### config.mk
export PLATFORM = sky130hd
export DESIGN_NAME = mi3_merge
export DESIGN_NICKNAME = d
export VERILOG_FILES = /design/src/sv/mi3_pkg.sv /design/src/sv/mi3_merge.sv
export SDC_FILE = /design/constraint.sdc
export NUM_CORES = 1
export LEC_CHECK = 0
export CORE_AREA = 2 2 285 287
export CTS_CLUSTER_DIAMETER = 100
export DETAILED_ROUTE_END_ITERATION = 12
export DIE_AREA = 0 0 287 289
export DONT_BUFFER_PORTS = 1
export HOLD_SLACK_MARGIN = 0.15
export PLACE_DENSITY_LB_ADDON = 0.1
export SYNTH_ARGS = -nofsm -noshare
export SYNTH_HDL_FRONTEND = slang
export SYNTH_SLANG_ARGS = --single-unit
### constraint.sdc
create_clock -name clk -period 148.1 [get_ports clk]
set_clock_uncertainty 0.05 [all_clocks]
set_input_delay 14.81 -clock clk [delete_from_list [all_inputs] [get_ports clk]]
set_output_delay 14.81 -clock clk [all_outputs]
set_load 0.02 [all_outputs]
### src/sv/mi3_pkg.sv
`timescale 1ns / 1ps
// ----------------------------------------------------------------------------
// mi3_pkg: shared types and constants of the 3x3 matrix inverse
// Element widths, lane count, divider depth and the result records that the
// lanes and the determinant unit hand to the output stage.
// ----------------------------------------------------------------------------
package mi3_pkg;

  localparam int ELEM_W    = 32;
  localparam int N_ELEM    = 9;
  localparam int N_LANES   = 9;
  localparam int DET_OUT_W = 64;
  // Magnitude of the exact determinant stays below 6 * 2^93.
  localparam int DMAG_W    = 96;
  // Quotient bits resolved by the divider, one per stage.
  localparam int QUO_W     = 32;

  localparam int IN_W   = N_ELEM * ELEM_W;
  localparam int OUT_W  = N_LANES * ELEM_W + DET_OUT_W;
  localparam int USER_W = 2;

  // Bit positions in the result tuser.
  localparam int USER_SINGULAR = 0;
  localparam int USER_SAT      = 1;

  // Element order in the input: a11 a12 a13 a21 a22 a23 a31 a32 a33.
  // Cofactor of lane k is e[p]*e[q] - e[r]*e[s], listed as {p, q, r, s}.
  localparam int COF_IDX [N_LANES][4] = '{
    '{4, 8, 5, 7},
    '{2, 7, 1, 8},
    '{1, 5, 2, 4},
    '{5, 6, 3, 8},
    '{0, 8, 2, 6},
    '{2, 3, 0, 5},
    '{3, 7, 4, 6},
    '{1, 6, 0, 7},
    '{0, 4, 1, 3}
  };

  typedef logic [N_ELEM-1:0][ELEM_W-1:0] mat_t;

  typedef struct packed {
    logic [ELEM_W-1:0] val;
    logic              sat;
  } lane_res_t;

  typedef struct packed {
    logic [DET_OUT_W-1:0] val;
    logic                 sat;
    logic                 zero;
  } det_res_t;

endpackage

### src/sv/mi3_merge.sv
`timescale 1ns / 1ps
// ----------------------------------------------------------------------------
// mi3_merge: output stage
// Merges the nine lane results and the determinant into one transaction,
// forces a singular result to zero, and holds it in an output register with
// a skid register behind it so the pipeline can take one more result on a stall.
// ----------------------------------------------------------------------------
module mi3_merge (
  input  logic                                            clk,
  input  logic                                            rst_n,
  input  logic                                            inc_valid,
  input  mi3_pkg::lane_res_t [mi3_pkg::N_LANES-1:0]       lres,
  input  mi3_pkg::det_res_t                               dres,
  output logic                                            pipe_en,
  output logic                                            out_tvalid,
  input  logic                                            out_tready,
  output logic [mi3_pkg::OUT_W-1:0]                       out_tdata,
  output logic [mi3_pkg::USER_W-1:0]                      out_tuser
);
  import mi3_pkg::*;

  logic [OUT_W-1:0]  inc_data;
  logic [USER_W-1:0] inc_user;
  logic              any_sat;
  logic              out_vld_r, skid_vld_r;
  logic [OUT_W-1:0]  out_data_r, skid_data_r;
  logic [USER_W-1:0] out_user_r, skid_user_r;
  logic              load_out;

  // Merge the lanes; a singular matrix gives an all-zero result.
  always_comb begin
    any_sat = dres.sat;
    for (int k = 0; k < N_LANES; k++) begin
      any_sat = any_sat | lres[k].sat;
      inc_data[k*ELEM_W +: ELEM_W] = dres.zero ? '0 : lres[k].val;
    end
    inc_data[N_LANES*ELEM_W +: DET_OUT_W] = dres.zero ? '0 : dres.val;
    inc_user[USER_SINGULAR] = dres.zero;
    inc_user[USER_SAT]      = !dres.zero && any_sat;
  end

  assign pipe_en  = !skid_vld_r;
  assign load_out = !out_vld_r || out_tready;

  // Control of the output and skid registers.
  always_ff @(posedge clk) begin
    if (!rst_n) begin
      out_vld_r  <= 1'b0;
      skid_vld_r <= 1'b0;
    end else if (skid_vld_r) begin
      if (load_out) begin
        out_vld_r  <= 1'b1;
        skid_vld_r <= 1'b0;
      end
    end else if (load_out) begin
      out_vld_r <= inc_valid;
    end else if (inc_valid) begin
      skid_vld_r <= 1'b1;
    end
  end

  // Payload of the output and skid registers.
  always_ff @(posedge clk) begin
    if (skid_vld_r) begin
      if (load_out) begin
        out_data_r <= skid_data_r;
        out_user_r <= skid_user_r;
      end
    end else if (load_out) begin
      out_data_r <= inc_data;
      out_user_r <= inc_user;
    end else begin
      skid_data_r <= inc_data;
      skid_user_r <= inc_user;
    end
  end

  assign out_tvalid = out_vld_r;
  assign out_tdata  = out_data_r;
  assign out_tuser  = out_user_r;

`ifndef ASSERT_OFF
  a_skid_behind_out: assert property (@(posedge clk) disable iff (!rst_n)
    skid_vld_r |-> out_vld_r)
    else $error("skid register holds a result while the output register is empty");

  a_skid_on_stall: assert property (@(posedge clk) disable iff (!rst_n)
    $rose(skid_vld_r) |-> $past(out_vld_r && !out_tready))
    else $error("skid register filled without a stalled output");

  a_singular_zero: assert property (@(posedge clk) disable iff (!rst_n)
    (out_vld_r && out_user_r[USER_SINGULAR]) |-> (out_data_r == '0 && !out_user_r[USER_SAT]))
    else $error("singular result carries nonzero data or a saturation flag");
`endif

endmodule

==> results.md <==
- Cell Pwr Density: between 10 and 15 nW/um^2
- Yosys cell types: 16
- Slowest-stage cell, CP: nor2_4
- DR DRC count: 0
- Routed Antenna Nets: 0
- Io pins: around 720
- Final WL: 68.89 mm
- Slew Limit Fails: 0
- Post-route cell area: between 30000 and 40000 um^2
- Share of post-route cells with drive strength above 1: 0.2998
- Syn Nets: 1871
- Setup bufs post-CTS: 0
- Number of synthesized register bits: 710
- Worst-path clk slew: 60 ps
- Final Hold Viols: 0
- Startpoint Class: input port
- Die Width: 287 um
- Fill count: between 7000 and 8000
- CTS max path bufs: 3
- Largest net degree at the start of global routing: ~360
- CORE AREA: ~80000 um^2
- GRT Overall Usage: 0.1573
- Final Critical Period: approximately 18000 ps
- PostCTS Resize Cnt: 0
- Drt first pass iters: 4
- Setup TNS: 0 ps
- Routability congestion estimate: 0.8026
- Worst path arrival time: 17810 ps
- TritonCTS buffer count: 80
- HP Class: flop to flop
- Syn_area_per_cell: about 19 um^2
- Max Fclk: 0.05675 GHz
- Outcome: complete, no violations
- Unrepaired setup endpoints after global routing: no
- Max H-tree Level: 3
- Ys Warns: 0
- Remaining global-route overflow: 0
- P&R area growth vs syn: 12.52%
- Peak VDD IR: roughly 8.4 uV
- CP endpoint kind: flop
- Clk_lat worst skew: about 620 ps
- CP Cell Sequence: nand2b_4, nor2_4, buf_4, buf_12
- Vias in the first global route: 13537
- Slew @ Worst Pin: between 1000 and 1500 ps
- Cts hold-fix bufs: 0
- Mapped Cells: between 1500 and 2000
- IO buf count: 0
- Starting density of the core: 0.3533
- Drt wl/cell: 25.89 um
- Drt first-iter violations: 686
- R2R Setup Slk: 144100 ps
- Core Rows: 104
- CP Data Required Time: 148280 ps
- CP max stage delay: 760 ps
- First-pass GRT wire length: 96.06 mm
- Leakage: 11.40 nW
- Die area: 82940 um^2
- Post-DP Area: 29230 um^2
- Nets: 1887
- Vias/cell: 4.860
- Top delay family on crit path: buffers and inverters
- Final setup viols: 0
- TritonCTS clock tree: yes
- MaxCap Viol Count: 0
- Relative slew margins: 0.2659
- Kind of critical path: input port to flop
- Clk sinks: 710
- Bufs and invs on worst path: 2
- Chip height: about 290 um
- Fin crit share: 0.1190
- Initial antenna violation count: 53
- Seq/Total Area, Yosys: 0.7546
- Mapped Area: 28230 um^2
- CTS root buffer: clkbuf_16
- Worst-path maximum fanout: 159
- Vias: 12933
- DP HPWL: about 44 mm
## stage by stage
step           total power [mW]  cells  hold slack [ps]  worst slack, ps  utilization
6_report                 0.4609   2661            477.3           130480       0.3975
5_1_grt                  0.4772   2653            500.0           130210       0.3973
4_1_cts                  0.4677   2641            477.0           130430       0.3969
3_5_place_dp             0.2764   2498            475.1           129750       0.3658
3_3_place_gp             0.2761   2498            465.8           129820       0.3658
2_1_floorplan            0.2743   1504            451.3            81860            -
## flip-flops by register name, summed over array words and instances, names as in the netlist
register / count
out_tuser: 2
out_tdata: 352
skid_user_r: 2
skid_data_r: 352
skid_vld_r: 1
out_tvalid: 1
## synth_stat cells (all sizes together)
cell | instances | share of area
mux2 | 354 | 0.15
nand2b | 1 | 0.00022
dfxtp | 2 | 0.0014
edfxtp | 708 | 0.75
nor2b | 352 | 0.078
nor2 | 3 | 0.00040
a31oi | 1 | 0.00022
nor4 | 2 | 0.00044
inv | 1 | 0.00013
nor3b | 1 | 0.00027
a21boi | 1 | 0.00027
buf | 78 | 0.016
## final cells by class
| cell class | count | area [um^2] | share of cell area |
|---|---|---|---|
| clock inverters | 41 | 396.6 | 0.01249 |
| flip-flops and latches | 710 | 21300 | 0.6707 |
| inverters | 1 | 11.26 | 0.0003546 |
| diodes | 20 | 50.05 | 0.001576 |
| clock buffers | 102 | 2085 | 0.06563 |
| multi-input cells | 715 | 6476 | 0.2039 |
| repair buffers | 12 | 115.1 | 0.003624 |
| well taps | 1060 | 1326 | 0.04176 |
## routing by layer
metal  GRT usage  up-vias  part of all wire
met5           0        -            0.0025
met4     0.06823       26             0.039
met3     0.06567      190             0.093
met2      0.2670      514              0.50
met1      0.1732     6533              0.36
li1            -     5670                 -
## kinds of logic after synthesis
kind of cell | synth area share
AOI/OAI and AO/OA | 0.0004878
buffers and inverters | 0.01649
DFF | 0.7546
muxes | 0.1491
and+or+nand+nor | 0.07934
## power by group
part / internal [mW] / total (mW) / switching, mW / leakage [nW]
Combinational: 0.00809 / 0.0171 / 0.00900 / 2.94
Sequential: 0.237 / 0.254 / 0.0178 / 7.25
Clock: 0.108 / 0.189 / 0.0817 / 1.21
Total: 0.352 / 0.461 / 0.108 / 11.4
## path summary, 6_finish.rpt
path / from / end / cells past startpoint
max: out_tready / skid_data_r[71] / 4
min: skid_data_r[179] / out_tdata[179] / 1
max reg2reg: out_tvalid / skid_data_r[71] / 4
min reg2reg: skid_data_r[179] / out_tdata[179] / 1
## cell usage in the layout (no fill, tap or decap), drive strengths merged, types with 2 or more instances in the layout
| cell | instances |
|---|---|
| bufinv | 4 |
| clkinv | 31 |
| diode | 20 |
| dfxtp | 2 |
| inv | 6 |
| clkbuf | 102 |
| nor4 | 2 |
| nor2 | 3 |
| mux2 | 354 |
| edfxtp | 708 |
| buf | 12 |
| nor2b | 352 |
No activity file was read; power rests on OpenSTA's default activity.
